--- config.mk ---
export PLATFORM = sky130hd
export DESIGN_NAME = nor_flash_command_sequencer_core_flat
export DESIGN_NICKNAME = d
export VERILOG_FILES = /design/src/rtl/nfcs_pkg.sv /design/src/rtl/nfcs_req_if.sv /design/src/rtl/nfcs_rsp_if.sv /design/src/rtl/nfcs_info_store.sv /design/src/rtl/nor_flash_command_sequencer_core.sv /design/src/flat_wrapper.sv
export SDC_FILE = /design/constraint.sdc
export NUM_CORES = 2
export LEC_CHECK = 0
export BUFFER_PORTS_ARGS = -buffer_cell sky130_fd_sc_hd__buf_4
export CORE_MARGIN = 2
export CORE_UTILIZATION = 50
export CTS_CLUSTER_SIZE = 25
export DETAILED_ROUTE_END_ITERATION = 10
export GPL_ROUTABILITY_DRIVEN = 0
export GPL_TIMING_DRIVEN = 0
export HOLD_SLACK_MARGIN = 0.05
export PLACE_DENSITY = 0.64
export SLEW_MARGIN = 20
export SYNTH_ARGS = -nofsm -noshare
export SYNTH_HDL_FRONTEND = slang
export SYNTH_SLANG_ARGS = --single-unit
--- constraint.sdc ---
create_clock -name clk -period 13.62 [get_ports clk]
set_input_delay 2.724 -clock clk [delete_from_list [all_inputs] [get_ports clk]]
set_output_delay 2.724 -clock clk [all_outputs]
set_load 0.02 [all_outputs]
--- src/rtl/nfcs_pkg.sv ---
`default_nettype none

package nfcs_pkg;

	localparam int unsigned INFO_BYTES_DEFAULT = 256;
	localparam int unsigned CFG_DATA_W = 6;

	// configuration register indexes
	localparam logic [0:0] REG_DEVICE_MODE = 1'b0;
	localparam logic [0:0] REG_PAGE_COUNT  = 1'b1;

	localparam logic [1:0] DEVICE_MODE_RESET = 2'd0;
	localparam logic [5:0] PAGE_COUNT_RESET  = 6'd32;

	// device modes
	localparam logic [1:0] MODE_SECTOR_2K = 2'd0;
	localparam logic [1:0] MODE_AUTO      = 2'd1;

	// bus addresses of the command protocol
	localparam logic [15:0] ADDR_CMD_LO  = 16'h5555;
	localparam logic [15:0] ADDR_CMD_HI  = 16'hD555;
	localparam logic [15:0] ADDR_UNLOCK  = 16'hAAAA;
	localparam logic [15:0] ADDR_ID_MAKER = 16'h8000;
	localparam logic [15:0] ADDR_ID_PART  = 16'h8001;
	localparam logic [15:0] MASK_SECTOR_2K = 16'hF800;
	localparam logic [15:0] MASK_SECTOR_4K = 16'hF000;

	// data bytes of the command protocol
	localparam logic [7:0] DATA_UNLOCK_A  = 8'hAA;
	localparam logic [7:0] DATA_UNLOCK_B  = 8'h55;
	localparam logic [7:0] CMD_IDENT      = 8'h90;
	localparam logic [7:0] CMD_PROG       = 8'hA0;
	localparam logic [7:0] CMD_ERASE      = 8'h80;
	localparam logic [7:0] CMD_INFO_PROG  = 8'hA8;
	localparam logic [7:0] CMD_INFO_ERASE = 8'h88;
	localparam logic [7:0] CMD_INFO_READ  = 8'h78;
	localparam logic [7:0] CMD_POLL       = 8'h70;
	localparam logic [7:0] CMD_RESET      = 8'hF0;
	localparam logic [7:0] CONFIRM_CHIP   = 8'h10;
	localparam logic [7:0] CONFIRM_SECTOR = 8'h30;

	// bytes returned on reads
	localparam logic [7:0] STATUS_BUSY  = 8'h88;
	localparam logic [7:0] ID_MAKER_AUTO = 8'hBF;
	localparam logic [7:0] ID_MAKER_STD  = 8'hC7;
	localparam logic [7:0] ID_PART       = 8'hD7;
	localparam logic [7:0] ERASED_BYTE   = 8'hFF;

	// info block reset image: file table, then erased bytes, then zeros
	localparam logic [15:0] INFO_FILE_LEN  = 16'd19;
	localparam logic [15:0] INFO_TABLE_LEN = 16'd39;

	typedef enum logic [2:0] {
		SEQ_IDLE       = 3'd0,
		SEQ_UNLOCK_A   = 3'd1,
		SEQ_UNLOCK_B   = 3'd2,
		SEQ_ACTIVE     = 3'd3,
		SEQ_PROGRAMMED = 3'd4,	// program done, or second AA of an erase
		SEQ_ERASE_55   = 3'd5,
		SEQ_ERASING    = 3'd6
	} seq_t;

	typedef enum logic [2:0] {
		KIND_NONE       = 3'd0,
		KIND_IDENT      = 3'd1,
		KIND_PROG       = 3'd2,
		KIND_ERASE      = 3'd3,
		KIND_INFO_PROG  = 3'd4,
		KIND_INFO_ERASE = 3'd5,
		KIND_INFO_READ  = 3'd6,
		KIND_POLL       = 3'd7
	} kind_t;

	typedef enum logic [1:0] {
		ACT_NONE         = 2'd0,
		ACT_PROGRAM      = 2'd1,
		ACT_SECTOR_ERASE = 2'd2,
		ACT_CHIP_ERASE   = 2'd3
	} action_t;

	// info store control
	typedef struct packed {
		logic rd_en;
		logic wr_en;
		logic erase;
	} info_ctl_t;

	function automatic logic [7:0] info_reset_byte(input logic [15:0] idx);
		logic [7:0] b;
		case (idx)
			16'd0:   b = 8'hBD;
			16'd1:   b = 8'hF0;
			16'd2:   b = 8'hD4;
			16'd3:   b = 8'hB6;
			16'd4:   b = 8'hBC;
			16'd5:   b = 8'hFB;
			16'd6:   b = 8'h4E;
			16'd7:   b = 8'h43;
			16'd8:   b = 8'hD0;
			16'd9:   b = 8'h07;
			16'd10:  b = 8'h4A;
			16'd11:  b = 8'h01;
			16'd12:  b = 8'h02;
			16'd13:  b = 8'h03;
			16'd14:  b = 8'h04;
			16'd15:  b = 8'h01;
			16'd16:  b = 8'h01;
			16'd17:  b = 8'h01;
			16'd18:  b = 8'h01;
			default: b = (idx < INFO_TABLE_LEN) ? ERASED_BYTE : 8'h00;
		endcase
		return b;
	endfunction

	function automatic kind_t decode_cmd(input logic [7:0] d);
		kind_t k;
		unique case (d)
			CMD_IDENT:      k = KIND_IDENT;
			CMD_PROG:       k = KIND_PROG;
			CMD_ERASE:      k = KIND_ERASE;
			CMD_INFO_PROG:  k = KIND_INFO_PROG;
			CMD_INFO_ERASE: k = KIND_INFO_ERASE;
			CMD_INFO_READ:  k = KIND_INFO_READ;
			CMD_POLL:       k = KIND_POLL;
			default:        k = KIND_NONE;
		endcase
		return k;
	endfunction

endpackage

`default_nettype wire

--- src/rtl/nfcs_req_if.sv ---
`default_nettype none

interface nfcs_req_if;
	logic        valid;
	logic        ready;
	logic        command;
	logic [15:0] address;
	logic [7:0]  write_data;
	logic        in_flash_window;
	logic [7:0]  bank_index;

	modport source (
		output valid, command, address, write_data, in_flash_window, bank_index,
		input  ready
	);
	modport sink (
		input  valid, command, address, write_data, in_flash_window, bank_index,
		output ready
	);
endinterface

`default_nettype wire

--- src/rtl/nfcs_rsp_if.sv ---
`default_nettype none

interface nfcs_rsp_if;
	logic        valid;
	logic        ready;
	logic [7:0]  read_data;
	logic        read_hit;
	logic        write_taken;
	logic [1:0]  array_action;
	logic [15:0] action_address;
	logic [7:0]  action_data;
	logic        sequence_error;

	modport source (
		output valid, read_data, read_hit, write_taken, array_action, action_address,
			action_data, sequence_error,
		input  ready
	);
	modport sink (
		input  valid, read_data, read_hit, write_taken, array_action, action_address,
			action_data, sequence_error,
		output ready
	);
endinterface

`default_nettype wire

--- src/rtl/nfcs_info_store.sv ---
`default_nettype none

// Info block RAM with a fill sweep: reset image after reset, erased bytes on erase.
module nfcs_info_store #(
	parameter int unsigned INFO_BYTES = nfcs_pkg::INFO_BYTES_DEFAULT,
	localparam int unsigned IDX_W = $clog2(INFO_BYTES)
) (
	input  logic                   clk,
	input  logic                   arst_n,
	input  nfcs_pkg::info_ctl_t    ctl,
	input  logic [IDX_W-1:0]       rd_idx,
	input  logic [IDX_W-1:0]       wr_idx,
	input  logic [7:0]             wr_data,
	output logic [7:0]             rd_data,
	output logic                   busy
);

	logic [7:0]       mem [INFO_BYTES];
	logic             busy_q;
	logic             fill_q;	// 1: erase sweep, 0: reset image
	logic [IDX_W-1:0] cnt_q;
	logic [7:0]       sweep_byte;

	assign busy = busy_q;
	assign sweep_byte = fill_q ? nfcs_pkg::ERASED_BYTE : nfcs_pkg::info_reset_byte(16'(cnt_q));

	always_ff @(posedge clk or negedge arst_n) begin
		if (!arst_n) begin
			busy_q <= 1'b1;
			fill_q <= 1'b0;
			cnt_q  <= '0;
		end else if (busy_q) begin
			if (cnt_q == IDX_W'(INFO_BYTES - 1)) busy_q <= 1'b0;
			cnt_q <= cnt_q + IDX_W'(1);
		end else if (ctl.erase) begin
			busy_q <= 1'b1;
			fill_q <= 1'b1;
			cnt_q  <= '0;
		end
	end

	always_ff @(posedge clk) begin
		if (busy_q) begin
			mem[cnt_q] <= sweep_byte;
		end else if (ctl.wr_en) begin
			mem[wr_idx] <= wr_data;
		end
		if (ctl.rd_en) begin
			rd_data <= mem[rd_idx];
		end
	end

endmodule

`default_nettype wire

--- src/rtl/nor_flash_command_sequencer_core.sv ---
`default_nettype none

// NOR flash command sequencer. Each word on req is one CPU bus access (read or write);
// each produces exactly one word on rsp, in order. Writes in the flash window walk the
// JEDEC unlock sequence (AA to 5555/D555, 55 to AAAA, command byte) and report array
// actions: byte program (AND), sector erase (2K in mode 0, 4K otherwise) and whole-array
// erase. The INFO_BYTES info block lives in a synchronous RAM with separate read and
// write ports inside the block and is programmed and erased here; reads in the window
// may be answered with the ID bytes, info data or busy status 0x88 (read_hit set).
// Throughput is one word per clock unless rsp.ready is low or an info RAM fill holds
// the words; three stages (quotient stage, RAM read, output register), a shape set by
// the info RAM's single read port; a one-entry bypass covers back-to-back info programs
// to the same byte. After reset the RAM is loaded with its reset image, one byte a clock,
// so req.ready stays low until it is loaded; an info erase refills the RAM the same way
// and holds off the following words until done. Configuration (device_mode, index 0;
// page_count, index 1) is written through cfg_we/cfg_index/cfg_data while idle.
module nor_flash_command_sequencer_core #(
	parameter int unsigned INFO_BYTES = nfcs_pkg::INFO_BYTES_DEFAULT
) (
	input  logic                          clk,
	input  logic                          arst_n,
	nfcs_req_if.sink                      req,
	nfcs_rsp_if.source                    rsp,
	input  logic                          cfg_we,
	input  logic [0:0]                    cfg_index,
	input  logic [nfcs_pkg::CFG_DATA_W-1:0] cfg_data
);

	localparam int unsigned IDX_W     = $clog2(INFO_BYTES);
	// address / INFO_BYTES as multiply by reciprocal; exact for 16-bit addresses
	localparam int unsigned QUO_SHIFT = 16 + IDX_W;
	localparam longint unsigned QUO_MULT =
		((64'd1 << QUO_SHIFT) + 64'(INFO_BYTES) - 64'd1) / 64'(INFO_BYTES);

	typedef struct packed {
		logic        command;
		logic [15:0] address;
		logic [7:0]  write_data;
		logic        in_flash_window;
		logic [7:0]  bank_index;
		logic [15:0] quot;
	} s0_t;

	typedef struct packed {
		logic [7:0]        read_data;
		logic              read_hit;
		logic              write_taken;
		nfcs_pkg::action_t action;
		logic [15:0]       action_address;
		logic [7:0]        action_data;
		logic              sequence_error;
		logic              info_rd;	// read data comes from the info RAM
		logic              info_wr;	// AND write_data into info byte
		logic              erase;	// refill info RAM with erased bytes
		logic [7:0]        write_data;
	} s1_t;

	// ---- configuration ----
	logic [1:0] device_mode_q;
	logic [5:0] page_count_q;

	always_ff @(posedge clk or negedge arst_n) begin
		if (!arst_n) begin
			device_mode_q <= nfcs_pkg::DEVICE_MODE_RESET;
			page_count_q  <= nfcs_pkg::PAGE_COUNT_RESET;
		end else if (cfg_we) begin
			unique case (cfg_index)
				nfcs_pkg::REG_DEVICE_MODE: device_mode_q <= cfg_data[1:0];
				nfcs_pkg::REG_PAGE_COUNT:  page_count_q  <= cfg_data[5:0];
				default: ;
			endcase
		end
	end

	// ---- pipeline control ----
	logic s0_v_q, s1_v_q, rsp_v_q;
	logic s0_adv, s1_adv, req_acc;
	logic mem_busy;
	s0_t  s0_q;
	s1_t  s1_q, s1_d;
	logic [IDX_W-1:0] idx_s1, s0_idx;
	logic fwd_s1;
	logic [7:0] fwd_data_s1;
	logic [7:0] mem_rd_data, info_cur, info_new;

	assign s1_adv  = s1_v_q && (!rsp_v_q || rsp.ready);
	// the word behind an info erase waits for the refill
	assign s0_adv  = s0_v_q && !mem_busy && (!s1_v_q || s1_adv) && !(s1_v_q && s1_q.erase);
	assign req.ready = !mem_busy && (!s0_v_q || s0_adv);
	assign req_acc = req.valid && req.ready;

	always_ff @(posedge clk or negedge arst_n) begin
		if (!arst_n) begin
			s0_v_q  <= 1'b0;
			s1_v_q  <= 1'b0;
			rsp_v_q <= 1'b0;
		end else begin
			if (req_acc) s0_v_q <= 1'b1;
			else if (s0_adv) s0_v_q <= 1'b0;
			if (s0_adv) s1_v_q <= 1'b1;
			else if (s1_adv) s1_v_q <= 1'b0;
			if (s1_adv) rsp_v_q <= 1'b1;
			else if (rsp.ready) rsp_v_q <= 1'b0;
		end
	end

	// ---- stage 0 entry: quotient of address by INFO_BYTES ----
	logic [32:0] quot_prod;
	assign quot_prod = {17'd0, req.address} * 33'(QUO_MULT);

	always_ff @(posedge clk) begin
		if (req_acc) begin
			s0_q.command         <= req.command;
			s0_q.address         <= req.address;
			s0_q.write_data      <= req.write_data;
			s0_q.in_flash_window <= req.in_flash_window;
			s0_q.bank_index      <= req.bank_index;
			s0_q.quot            <= 16'(quot_prod >> QUO_SHIFT);
		end
	end

	// ---- stage 0: info index and sequence decode ----
	logic [15:0] idx_rem;
	assign idx_rem = s0_q.address - 16'(s0_q.quot * 16'(INFO_BYTES));
	assign s0_idx  = idx_rem[IDX_W-1:0];

	nfcs_pkg::seq_t  step_q, step_nx;
	nfcs_pkg::kind_t kind_q, kind_nx, cmd_kind;
	logic at_cmd, at_unlock, is_erase_kind, auto_ret, wr_ok, done, finish;
	logic m_unlock1, m_unlock2, m_cmd, m_prog, m_iprog, m_eu1, m_eu2;
	logic m_chip, m_sect, m_isect;

	assign at_cmd    = (s0_q.address == nfcs_pkg::ADDR_CMD_LO) ||
	                   (s0_q.address == nfcs_pkg::ADDR_CMD_HI);
	assign at_unlock = (s0_q.address == nfcs_pkg::ADDR_UNLOCK) &&
	                   (s0_q.write_data == nfcs_pkg::DATA_UNLOCK_B);
	assign cmd_kind  = nfcs_pkg::decode_cmd(s0_q.write_data);
	assign is_erase_kind = (kind_q == nfcs_pkg::KIND_ERASE) ||
	                       (kind_q == nfcs_pkg::KIND_INFO_ERASE);
	assign auto_ret  = (device_mode_q == nfcs_pkg::MODE_AUTO);
	// a write that counts: in the window and in a populated bank
	assign wr_ok = s0_q.in_flash_window && s0_q.command &&
	               (s0_q.bank_index < {2'b00, page_count_q});

	assign m_unlock1 = (step_q == nfcs_pkg::SEQ_IDLE) && at_cmd &&
	                   (s0_q.write_data == nfcs_pkg::DATA_UNLOCK_A);
	assign m_unlock2 = (step_q == nfcs_pkg::SEQ_UNLOCK_A) && at_unlock;
	assign m_cmd     = (step_q == nfcs_pkg::SEQ_UNLOCK_B) && at_cmd &&
	                   (cmd_kind != nfcs_pkg::KIND_NONE);
	assign m_prog    = (step_q == nfcs_pkg::SEQ_ACTIVE) && (kind_q == nfcs_pkg::KIND_PROG);
	assign m_iprog   = (step_q == nfcs_pkg::SEQ_ACTIVE) &&
	                   (kind_q == nfcs_pkg::KIND_INFO_PROG);
	assign m_eu1     = (step_q == nfcs_pkg::SEQ_ACTIVE) && is_erase_kind && at_cmd &&
	                   (s0_q.write_data == nfcs_pkg::DATA_UNLOCK_A);
	assign m_eu2     = (step_q == nfcs_pkg::SEQ_PROGRAMMED) && is_erase_kind && at_unlock;
	assign m_chip    = (step_q == nfcs_pkg::SEQ_ERASE_55) && is_erase_kind && at_cmd &&
	                   (s0_q.write_data == nfcs_pkg::CONFIRM_CHIP);
	assign m_sect    = (step_q == nfcs_pkg::SEQ_ERASE_55) && !m_chip &&
	                   (kind_q == nfcs_pkg::KIND_ERASE) &&
	                   (s0_q.write_data == nfcs_pkg::CONFIRM_SECTOR);
	assign m_isect   = (step_q == nfcs_pkg::SEQ_ERASE_55) && !m_chip &&
	                   (kind_q == nfcs_pkg::KIND_INFO_ERASE) &&
	                   (s0_q.write_data == nfcs_pkg::CONFIRM_SECTOR);
	assign finish    = m_prog || m_iprog || m_chip || m_sect || m_isect;
	assign done      = m_unlock1 || m_unlock2 || m_cmd || m_eu1 || m_eu2 || finish;

	// next state
	always_comb begin
		step_nx = step_q;
		kind_nx = kind_q;
		if (wr_ok) begin
			unique case (step_q)
				nfcs_pkg::SEQ_IDLE: begin
					if (m_unlock1) step_nx = nfcs_pkg::SEQ_UNLOCK_A;
				end
				nfcs_pkg::SEQ_UNLOCK_A: begin
					if (m_unlock2) step_nx = nfcs_pkg::SEQ_UNLOCK_B;
				end
				nfcs_pkg::SEQ_UNLOCK_B: begin
					if (at_cmd) kind_nx = cmd_kind;
					if (m_cmd) step_nx = nfcs_pkg::SEQ_ACTIVE;
				end
				nfcs_pkg::SEQ_ACTIVE: begin
					if (m_prog || m_iprog) step_nx = nfcs_pkg::SEQ_PROGRAMMED;
					else if (m_eu1) step_nx = nfcs_pkg::SEQ_PROGRAMMED;
				end
				nfcs_pkg::SEQ_PROGRAMMED: begin
					if (m_eu2) step_nx = nfcs_pkg::SEQ_ERASE_55;
				end
				nfcs_pkg::SEQ_ERASE_55: begin
					if (m_chip || m_sect || m_isect) step_nx = nfcs_pkg::SEQ_ERASING;
				end
				default: ;
			endcase
			// auto-return mode drops straight back to idle after program or erase
			if (finish && auto_ret) begin
				step_nx = nfcs_pkg::SEQ_IDLE;
				kind_nx = nfcs_pkg::KIND_NONE;
			end
			if (!done && (s0_q.write_data == nfcs_pkg::CMD_RESET)) begin
				step_nx = nfcs_pkg::SEQ_IDLE;
				kind_nx = nfcs_pkg::KIND_NONE;
			end
		end
	end

	// result of this word, bar the info RAM data
	always_comb begin
		s1_d = '0;
		s1_d.action = nfcs_pkg::ACT_NONE;
		s1_d.write_data = s0_q.write_data;
		if (s0_q.in_flash_window && !s0_q.command) begin
			if ((kind_q == nfcs_pkg::KIND_INFO_READ) && (step_q == nfcs_pkg::SEQ_ACTIVE)) begin
				s1_d.info_rd  = 1'b1;
				s1_d.read_hit = 1'b1;
			end else if ((kind_q == nfcs_pkg::KIND_IDENT) &&
			             (step_q == nfcs_pkg::SEQ_ACTIVE)) begin
				if (s0_q.address == nfcs_pkg::ADDR_ID_MAKER) begin
					s1_d.read_data = auto_ret ? nfcs_pkg::ID_MAKER_AUTO : nfcs_pkg::ID_MAKER_STD;
					s1_d.read_hit  = 1'b1;
				end else if (s0_q.address == nfcs_pkg::ADDR_ID_PART) begin
					s1_d.read_data = nfcs_pkg::ID_PART;
					s1_d.read_hit  = 1'b1;
				end
			end else if (((kind_q == nfcs_pkg::KIND_POLL) &&
			              (step_q == nfcs_pkg::SEQ_ACTIVE)) ||
			             ((kind_q == nfcs_pkg::KIND_PROG) &&
			              (step_q == nfcs_pkg::SEQ_PROGRAMMED)) ||
			             ((kind_q == nfcs_pkg::KIND_ERASE) &&
			              (step_q == nfcs_pkg::SEQ_ERASING))) begin
				s1_d.read_data = nfcs_pkg::STATUS_BUSY;
				s1_d.read_hit  = 1'b1;
			end
		end else if (s0_q.in_flash_window && s0_q.command) begin
			s1_d.write_taken = 1'b1;
			if (wr_ok) begin
				if (m_prog) begin
					s1_d.action         = nfcs_pkg::ACT_PROGRAM;
					s1_d.action_address = s0_q.address;
					s1_d.action_data    = s0_q.write_data;
				end
				if (m_iprog) s1_d.info_wr = 1'b1;
				if (m_chip) begin
					s1_d.action = nfcs_pkg::ACT_CHIP_ERASE;
					s1_d.erase  = (kind_q == nfcs_pkg::KIND_INFO_ERASE);
				end
				if (m_sect) begin
					s1_d.action = nfcs_pkg::ACT_SECTOR_ERASE;
					s1_d.action_address = s0_q.address &
						((device_mode_q == nfcs_pkg::MODE_SECTOR_2K) ?
						 nfcs_pkg::MASK_SECTOR_2K : nfcs_pkg::MASK_SECTOR_4K);
				end
				if (m_isect) s1_d.erase = 1'b1;
				if (!done && (s0_q.write_data != nfcs_pkg::CMD_RESET))
					s1_d.sequence_error = 1'b1;
			end
		end
	end

	always_ff @(posedge clk or negedge arst_n) begin
		if (!arst_n) begin
			step_q <= nfcs_pkg::SEQ_IDLE;
			kind_q <= nfcs_pkg::KIND_NONE;
		end else if (s0_adv) begin
			step_q <= step_nx;
			kind_q <= kind_nx;
		end
	end

	// ---- info RAM ----
	nfcs_pkg::info_ctl_t mem_ctl;
	assign mem_ctl.rd_en = s0_adv;
	assign mem_ctl.wr_en = s1_adv && s1_q.info_wr;
	assign mem_ctl.erase = s1_adv && s1_q.erase;

	nfcs_info_store #(
		.INFO_BYTES (INFO_BYTES)
	) u_info (
		.clk     (clk),
		.arst_n  (arst_n),
		.ctl     (mem_ctl),
		.rd_idx  (s0_idx),
		.wr_idx  (idx_s1),
		.wr_data (info_new),
		.rd_data (mem_rd_data),
		.busy    (mem_busy)
	);

	// ---- stage 1: RAM data, bypass, read-modify-write ----
	// bypass: the word ahead wrote this byte at the same edge as our read
	assign info_cur = fwd_s1 ? fwd_data_s1 : mem_rd_data;
	assign info_new = info_cur & s1_q.write_data;

	always_ff @(posedge clk) begin
		if (s0_adv) begin
			s1_q        <= s1_d;
			idx_s1      <= s0_idx;
			fwd_s1      <= s1_adv && s1_q.info_wr && (idx_s1 == s0_idx);
			fwd_data_s1 <= info_new;
		end
	end

	// ---- output register ----
	logic [7:0]        rsp_read_data_q;
	logic              rsp_read_hit_q;
	logic              rsp_write_taken_q;
	nfcs_pkg::action_t rsp_action_q;
	logic [15:0]       rsp_action_address_q;
	logic [7:0]        rsp_action_data_q;
	logic              rsp_sequence_error_q;

	always_ff @(posedge clk) begin
		if (s1_adv) begin
			rsp_read_data_q      <= s1_q.info_rd ? info_cur : s1_q.read_data;
			rsp_read_hit_q       <= s1_q.read_hit;
			rsp_write_taken_q    <= s1_q.write_taken;
			rsp_action_q         <= s1_q.action;
			rsp_action_address_q <= s1_q.action_address;
			rsp_action_data_q    <= s1_q.action_data;
			rsp_sequence_error_q <= s1_q.sequence_error;
		end
	end

	assign rsp.valid          = rsp_v_q;
	assign rsp.read_data      = rsp_read_data_q;
	assign rsp.read_hit       = rsp_read_hit_q;
	assign rsp.write_taken    = rsp_write_taken_q;
	assign rsp.array_action   = rsp_action_q;
	assign rsp.action_address = rsp_action_address_q;
	assign rsp.action_data    = rsp_action_data_q;
	assign rsp.sequence_error = rsp_sequence_error_q;

	// ---- checks ----
	a_no_read_in_sweep: assert property (@(posedge clk) disable iff (!arst_n)
		mem_busy |-> !s0_adv)
		else $error("info RAM read during fill sweep");

	a_erase_starts_sweep: assert property (@(posedge clk) disable iff (!arst_n)
		(s1_adv && s1_q.erase) |=> mem_busy)
		else $error("info erase did not start a fill sweep");

	a_hit_is_read: assert property (@(posedge clk) disable iff (!arst_n)
		(rsp_v_q && rsp_read_hit_q) |->
			(!rsp_write_taken_q && (rsp_action_q == nfcs_pkg::ACT_NONE)))
		else $error("read hit on a write word");

	a_action_clean: assert property (@(posedge clk) disable iff (!arst_n)
		(rsp_v_q && (rsp_action_q != nfcs_pkg::ACT_NONE)) |->
			(rsp_write_taken_q && !rsp_sequence_error_q))
		else $error("array action without a clean taken write");

endmodule

`default_nettype wire
--- src/flat_wrapper.sv ---
// flat-port wrapper written by rule: the top's interface ports become plain ports
module nor_flash_command_sequencer_core_flat 
#(
	parameter int unsigned INFO_BYTES = nfcs_pkg::INFO_BYTES_DEFAULT
)
  (clk, arst_n, cfg_we, cfg_index, cfg_data, req_valid, req_command, req_address, req_write_data, req_in_flash_window, req_bank_index, req_ready, rsp_valid, rsp_read_data, rsp_read_hit, rsp_write_taken, rsp_array_action, rsp_action_address, rsp_action_data, rsp_sequence_error, rsp_ready);
  nfcs_req_if req_i ();
  nfcs_rsp_if rsp_i ();
  input  logic clk;
  input  logic arst_n;
  input  logic cfg_we;
  input  logic [0:0] cfg_index;
  input  logic [nfcs_pkg::CFG_DATA_W-1:0] cfg_data;
  input wire logic [$bits(req_i.valid)-1:0] req_valid;
  input wire logic [$bits(req_i.command)-1:0] req_command;
  input wire logic [$bits(req_i.address)-1:0] req_address;
  input wire logic [$bits(req_i.write_data)-1:0] req_write_data;
  input wire logic [$bits(req_i.in_flash_window)-1:0] req_in_flash_window;
  input wire logic [$bits(req_i.bank_index)-1:0] req_bank_index;
  output wire logic [$bits(req_i.ready)-1:0] req_ready;
  output wire logic [$bits(rsp_i.valid)-1:0] rsp_valid;
  output wire logic [$bits(rsp_i.read_data)-1:0] rsp_read_data;
  output wire logic [$bits(rsp_i.read_hit)-1:0] rsp_read_hit;
  output wire logic [$bits(rsp_i.write_taken)-1:0] rsp_write_taken;
  output wire logic [$bits(rsp_i.array_action)-1:0] rsp_array_action;
  output wire logic [$bits(rsp_i.action_address)-1:0] rsp_action_address;
  output wire logic [$bits(rsp_i.action_data)-1:0] rsp_action_data;
  output wire logic [$bits(rsp_i.sequence_error)-1:0] rsp_sequence_error;
  input wire logic [$bits(rsp_i.ready)-1:0] rsp_ready;
  assign req_i.valid = req_valid;
  assign req_i.command = req_command;
  assign req_i.address = req_address;
  assign req_i.write_data = req_write_data;
  assign req_i.in_flash_window = req_in_flash_window;
  assign req_i.bank_index = req_bank_index;
  assign req_ready = req_i.ready;
  assign rsp_valid = rsp_i.valid;
  assign rsp_read_data = rsp_i.read_data;
  assign rsp_read_hit = rsp_i.read_hit;
  assign rsp_write_taken = rsp_i.write_taken;
  assign rsp_array_action = rsp_i.array_action;
  assign rsp_action_address = rsp_i.action_address;
  assign rsp_action_data = rsp_i.action_data;
  assign rsp_sequence_error = rsp_i.sequence_error;
  assign rsp_i.ready = rsp_ready;
  nor_flash_command_sequencer_core #(.INFO_BYTES(INFO_BYTES)) u_core (.clk(clk), .arst_n(arst_n), .req(req_i), .rsp(rsp_i), .cfg_we(cfg_we), .cfg_index(cfg_index), .cfg_data(cfg_data));
endmodule
# == Word level (Yosys, flattened, before mapping) ==
# Memories as Yosys holds them, arrays and structs flattened. A register that Yosys moved wholly into a read port is not among the register bits.
# Cells that the tools add are included.
# word_totals
output_inout_bits,39
n_memories,1
mem_bits_rw,2048
regBits,163
# mem_list
memory,depth,word_bits,rd,rd_clocked_by_memory_dff,wr,line_no,rtl
u_core.u_info.mem,256,8,1,1,1,nfcs_info_store.sv:18,logic [7:0] mem [INFO_BYTES];
# op_classes
n_addsub,2
muxes,56
n_lt_le_gt_ge,2
n_reduce_logical,90
bitwise_logic,8
eq_ne,58
# ops
operator,count
8-bit one-hot mux with 15 select lines,1
"16-bit equality test, second input constant",4
"8-bit by 4-bit equality test with 1-bit output, second input constant",8
"8-bit equality test, second input constant",8
8-bit two-way mux,8
1-bit logical AND,42
3-bit two-way mux,13
9-bit two-way mux,4
"8-bit by 3-bit equality test with 1-bit output, second input constant",4
"8-bit by 5-bit equality test with 1-bit output, second input constant",4
28-bit two-way mux,1
27-bit two-way mux,1
25-bit two-way mux,1
"8-bit by 7-bit equality test with 1-bit output, second input constant",3
"3-bit equality test, second input constant",7
1-bit two-way mux,21
3-bit one-hot mux with 7 select lines,1
1-bit logical OR,18
18-bit two-way mux,1
3-bit one-hot mux with 6 select lines,1
16-bit AND,1
"16-bit by 15-bit equality test with 1-bit output, second input constant",1
"8-bit by 2-bit equality test with 1-bit output, second input constant",2
"3-bit by 2-bit equality test with 1-bit output, second input constant",4
34 further kinds,57

# == Logic depth before layout (Yosys ltp) ==
# logic_depth
ltp_word,17
mapped_depth,12
mapped_depth_nobuf,9

# == Hierarchy ==
# A second synthesis with hierarchy kept.
# unflattened
cells_unflattened,4328
area_unflattened_um2,87131.1
# modules_own_cells
module,cells_each,area_each_um2,n_inst
nfcs_info_store,3941,81159.1,1
nor_flash_command_sequencer_core,387,5972.0,1

# == Worst setup path after synthesis ==
# OpenSTA, ideal clock, no wires.
# synth_path
kind,in2reg
startpoint,input port rsp_ready
endpoint,memory u_core.u_info.mem[0][1] (data pin)
t_arrival_ns,10.916
n_path_buf,2
slack_ns,1.046
path_stages,6
required_ns,11.962
path_cell_list,nand2b_1 > nand3_1 > or2_2 > buf_2 > clkbuf_1 > a2bb2oi_1
# synth_between
elab_chain_len,8
# synth_rtl
item,line_no,rtl
from (decl),flat_wrapper.sv:29,input wire logic [$bits(rsp_i.ready)-1:0] rsp_ready;
1-bit logical OR,nor_flash_command_sequencer_core.sv:86,assign s1_adv = s1_v_q && (!rsp_v_q || rsp.ready);
1-bit logical AND,nor_flash_command_sequencer_core.sv:86,
1-bit logical AND,nor_flash_command_sequencer_core.sv:273,assign mem_ctl.wr_en = s1_adv && s1_q.info_wr;
1-bit two-way mux,nfcs_info_store.sv:45,end else if (ctl.wr_en) begin
1-bit two-way mux,nfcs_info_store.sv:43,if (busy_q) begin
1-bit two-way mux (implied by the code),nfcs_info_store.sv:46,mem[wr_idx] <= wr_data;
8-bit OR reduction (no source line),-,
8-bit two-way mux (no source line),-,
to (decl),nfcs_info_store.sv:18,
# Every way passes these cells.

# == Worst setup path in the final report ==
# layout_path
startpoint,register u_core.s0_q[36] (netlist bit)
endpoint,register u_core.u_info.rd_data[7] (read register of u_core.u_info.mem) (data pin)
# layout_between
elab_chain_len,1
# layout_rtl
item,line_no,rtl
from (decl),nor_flash_command_sequencer_core.sv:79,s0_t s0_q;
8-bit by 1-bit subtractor with 8-bit output,nor_flash_command_sequencer_core.sv:124,assign idx_rem = s0_q.address - 16'(s0_q.quot * 16'(INFO_BYTES));
to (decl),nfcs_info_store.sv:14,"output logic [7:0] rd_data,"
# Every way passes these cells.
# A chain may end at the register's enable or synchronous reset.

==> results.py <==
metrics = {
    "run": {
        "max_cap_viol_count": 0,
    },
    "final_layout": {
        "design.final.nets": 4639,
        "num-fill-cells": 12500,
        "areaGrowthSynthToFinish_pct": 14.9,
        "postLayoutCoreUtil_pct": 57.8,
        "most-common-layout-cells": "sky130_fd_sc_hd__edfxtp_1, sky130_fd_sc_hd__mux4_2, sky130_fd_sc_hd__nor2_1",
        "final-instance-count-excl-fill": 7084,
        "final_common_cell": "sky130_fd_sc_hd__edfxtp_1",
        "drive_above_1_share_pct": 25.1,
    },
    "run_status": {
        "run_status": "finished clean",
    },
    "placed_design": {
        "place.port_buffers": 84,
        "place.detailed.instances": 6678,
        "post-dp-hpwl_um": 207000,
    },
    "die": {
        "initial_core_util_pct": 50.3,
        "die-width_um": 420,
        "die_area_um2": 176000,
        "ios": 85,
        "std_cell_rows": 152,
        "coreArea_um2": 172000,
        "die_h_um": 420,
    },
    "clock_network": {
        "clk-insertion-delay-late_ns": 0.88,
        "clock_sink_count": 2217,
        "cts-root-to-sink-buffers": 3,
        "cts.repair_timing.setup_buffer_count": 0,
        "cts-buffers-inserted": 214,
        "holdBufCountCts": 0,
        "clock_tree_from_tritoncts": "built",
        "cts-root-buf": "sky130_fd_sc_hd__clkbuf_16",
        "clock_tree.htree_level_count": 4,
        "cts.clk_slew.worst_paths_ns": 0.06,
        "post_cts.resized_instances": 0,
    },
    "synth": {
        "synth_edf_count": 2190,
        "synth_area_leaders": "sky130_fd_sc_hd__edfxtp_1, sky130_fd_sc_hd__mux4_2, sky130_fd_sc_hd__a22oi_1",
        "synth-compound-area-share_pct": 3.90,
        "post_synth_fa_ha_maj_area_fraction_pct": 0.130,
        "syn-cell-area_um2": 86400,
        "synth.yosys.warnings": 0,
        "count_of_cell_types_in_the_netlist": 81,
        "synth_top_flop_cell": "sky130_fd_sc_hd__edfxtp_1",
        "synth.ff_latch_count": 2217,
        "synth.yosys.seq_area_share_pct": 76.9,
        "parity_gate_share_of_the_synthesized_area_counting_xor_and_xnor_cells_pct": 0.111,
        "main_combinational_cell_family_by_area_after_synthesis": "multiplexers",
        "yosysTopAreaCell": "sky130_fd_sc_hd__edfxtp_1",
        "synth_cells": 4183,
        "synth-async-reset-ratio_pct": 1.22,
        "muxShareOfSynthArea_pct": 13.8,
        "post_synth_and_or_nand_nor_area_fraction_pct": 3.30,
        "postSynthNetCount": 4238,
        "syn_avg_cell_area_um2": 20.7,
        "share_of_the_synthesized_area_in_the_top_cell_type_pct": 76.1,
    },
    "sta": {
        "final.min_clock_period_ns": 6.49,
        "setup_repair_after_global_routing_missed_its_margin": "false",
        "clock.fmax_ghz": 0.154,
        "final.period_utilization_pct": 47.7,
        "number_of_pins_exceeding_their_max_slew_limit_in_the_final_report": 0,
        "hold-worst-slack_ns": 0.418,
        "tightest_pin_transition_ns": 1.40,
        "setup_tns_ns": 0,
        "max-slew-margin-rel_pct": 5.20,
        "finalSetupViolations": 0,
        "worst_clock_skew_ns": 0.0394,
        "report.final.hold_viol_count": 0,
    },
    "setup_path": {
        "critical_path_required_ns": 14.14,
        "count_of_cells_along_the_worst_register_to_register_path": 8,
        "highest_fanout_seen_on_the_critical_path": 10,
        "timing.rr.start": "u_core.s0_q[36]$_DFFE_PP_",
        "critical_path.startpoint_type": "register",
        "crit_path_end": "u_core.u_info.rd_data[7]$_DFFE_PP_",
        "r2r_end": "u_core.u_info.rd_data[7]$_DFFE_PP_",
        "regToRegSetupSlack_ns": 7.13,
        "worst_ep_arrival_time_ns": 7.01,
        "crit_start": "u_core.s0_q[36]$_DFFE_PP_",
        "critPathCaptureType": "register",
        "setup.worst_path.class": "register to register",
    },
    "global_route": {
        "grt_first_pass_wirelength_um": 410000,
        "initial_antenna_violation_count": 22,
        "pin_count_of_the_biggest_net_entering_global_routing": 73,
        "first_global_vias": 46200,
        "grt_overflow": 0,
        "groute.usage.overall_pct": 35.6,
    },
    "power": {
        "static-leakage-power_uw": 0.0312,
        "pwr_density_cell_nw_per_um2": 206,
        "worst_ir_drop_vdd_mv": 0.198,
        "report.power.total_uw": 20500,
    },
    "worst_hold_path": {
        "hold_start": "u_core.s1_q[34]$_SDFFCE_PP0P_",
        "hold_depth": 0,
        "min_path_type": "register to register",
    },
    "routing": {
        "routedWlPerCell_um": 44.1,
        "drt_wl_total_um": 313000,
        "drcViolationCount": 0,
        "routed_via_density": 7.02,
        "vias": 49700,
        "drt.antenna.violating_nets": 0,
        "drtPass1Iterations": 8,
        "drt_iter0_drc": 10600,
    },
}
==> synth_stat cells (24+ instances only) <==
master	instances
sky130_fd_sc_hd__edfxtp_1	2190
sky130_fd_sc_hd__mux4_2	470
sky130_fd_sc_hd__nor2_1	308
sky130_fd_sc_hd__a22oi_1	183
sky130_fd_sc_hd__a21oi_1	114
sky130_fd_sc_hd__clkbuf_1	110
sky130_fd_sc_hd__nand2_1	98
sky130_fd_sc_hd__mux2i_1	76
sky130_fd_sc_hd__buf_2	51
sky130_fd_sc_hd__nand3_1	30
sky130_fd_sc_hd__o21ai_0	29
sky130_fd_sc_hd__buf_4	28
sky130_fd_sc_hd__buf_6	28
sky130_fd_sc_hd__nor2b_1	28
sky130_fd_sc_hd__dfrtp_1	25
sky130_fd_sc_hd__o22ai_1	25
sky130_fd_sc_hd__inv_1	24
==> cell families after synthesis <==
kind of cell,after synthesis
flops,2217
buf+inv,268
fa+ha+maj,9
compound gates,488
simple gates,613
mux,577
xor+xnor,11
==> area by class of cell <==
type | instances | area [um2] | area share (%)
inverter | 24 | 92.6 | 0.0933
clock buffer | 278 | 5730 | 5.77
buffer | 244 | 1610 | 1.62
sequential | 2217 | 66400 | 66.9
clock inverter | 115 | 972 | 0.979
timing repair buffer | 185 | 2970 | 2.99
antenna | 13 | 32.5 | 0.0328
tap | 2310 | 2890 | 2.91
multi-input combinational | 1698 | 18500 | 18.7
==> per-layer routing <==
layer  up-vias  GRT usage (%)  part of all wire (%)
met4        12           20.8                   7.3
met5         -         0.0834                 0.030
met3       921           13.9                    16
met2      4674           50.5                    43
li1      18300              -                     -
met1     25800           46.8                    34
==> report_power, final <==
group          switching (uW)  internal (uW)
clock                    2610           3240
combinational            3610           1430
sequential               87.8           9500
total                    6310          14200
==> state kept, by name (all words and copies together) (netlist names), 2 cells and up <==
signal and flops:
u_core.device_mode_q 2, u_core.fwd_data_s1 8, u_core.idx_s1 8, u_core.kind_q 3, u_core.page_count_q 6, u_core.rsp.action_address 16, u_core.rsp.action_data 8, u_core.rsp.array_action 2
u_core.rsp.read_data 8, u_core.s0_q 34, u_core.s1_q 46, u_core.step_q 3, u_core.u_info.cnt_q 8, u_core.u_info.mem 2048, u_core.u_info.rd_data 8
==> how the worst min path moves through the flow <==
stage                                              end  slack (ns)
5_1_grt        u_core.rsp.action_address[14]$_DFFE_PP_        0.42
6_report       u_core.rsp.action_address[14]$_DFFE_PP_        0.42
2_1_floorplan   u_core.rsp.action_address[0]$_DFFE_PP_        0.40
3_5_place_dp       u_core.rsp.action_data[6]$_DFFE_PP_        0.40
3_3_place_gp   u_core.rsp.action_address[15]$_DFFE_PP_        0.40
4_1_cts        u_core.rsp.action_address[14]$_DFFE_PP_        0.42
==> critical path: stages (launching register included) <==
cell and delay, ns:
sky130_fd_sc_hd__edfxtp_1 0.84, sky130_fd_sc_hd__and2_1 0.48, sky130_fd_sc_hd__buf_2 0.45, sky130_fd_sc_hd__clkbuf_1 1.02, sky130_fd_sc_hd__clkbuf_2 0.74, sky130_fd_sc_hd__a221oi_1 0.47
sky130_fd_sc_hd__a311oi_1 0.66, sky130_fd_sc_hd__nand4_1 0.52, sky130_fd_sc_hd__nor3_1 0.93
==> through the flow <==
step / instance area, um2 / worst slack [ns]
detailed placement: 92500 / 6.55
floorplan: 86400 / 1.05
finish: 99300 / 7.13
global route: 99200 / 7.12
CTS: 99200 / 7.15
global placement: 89900 / -9.24
No activity file was read; power rests on OpenSTA's default activity.
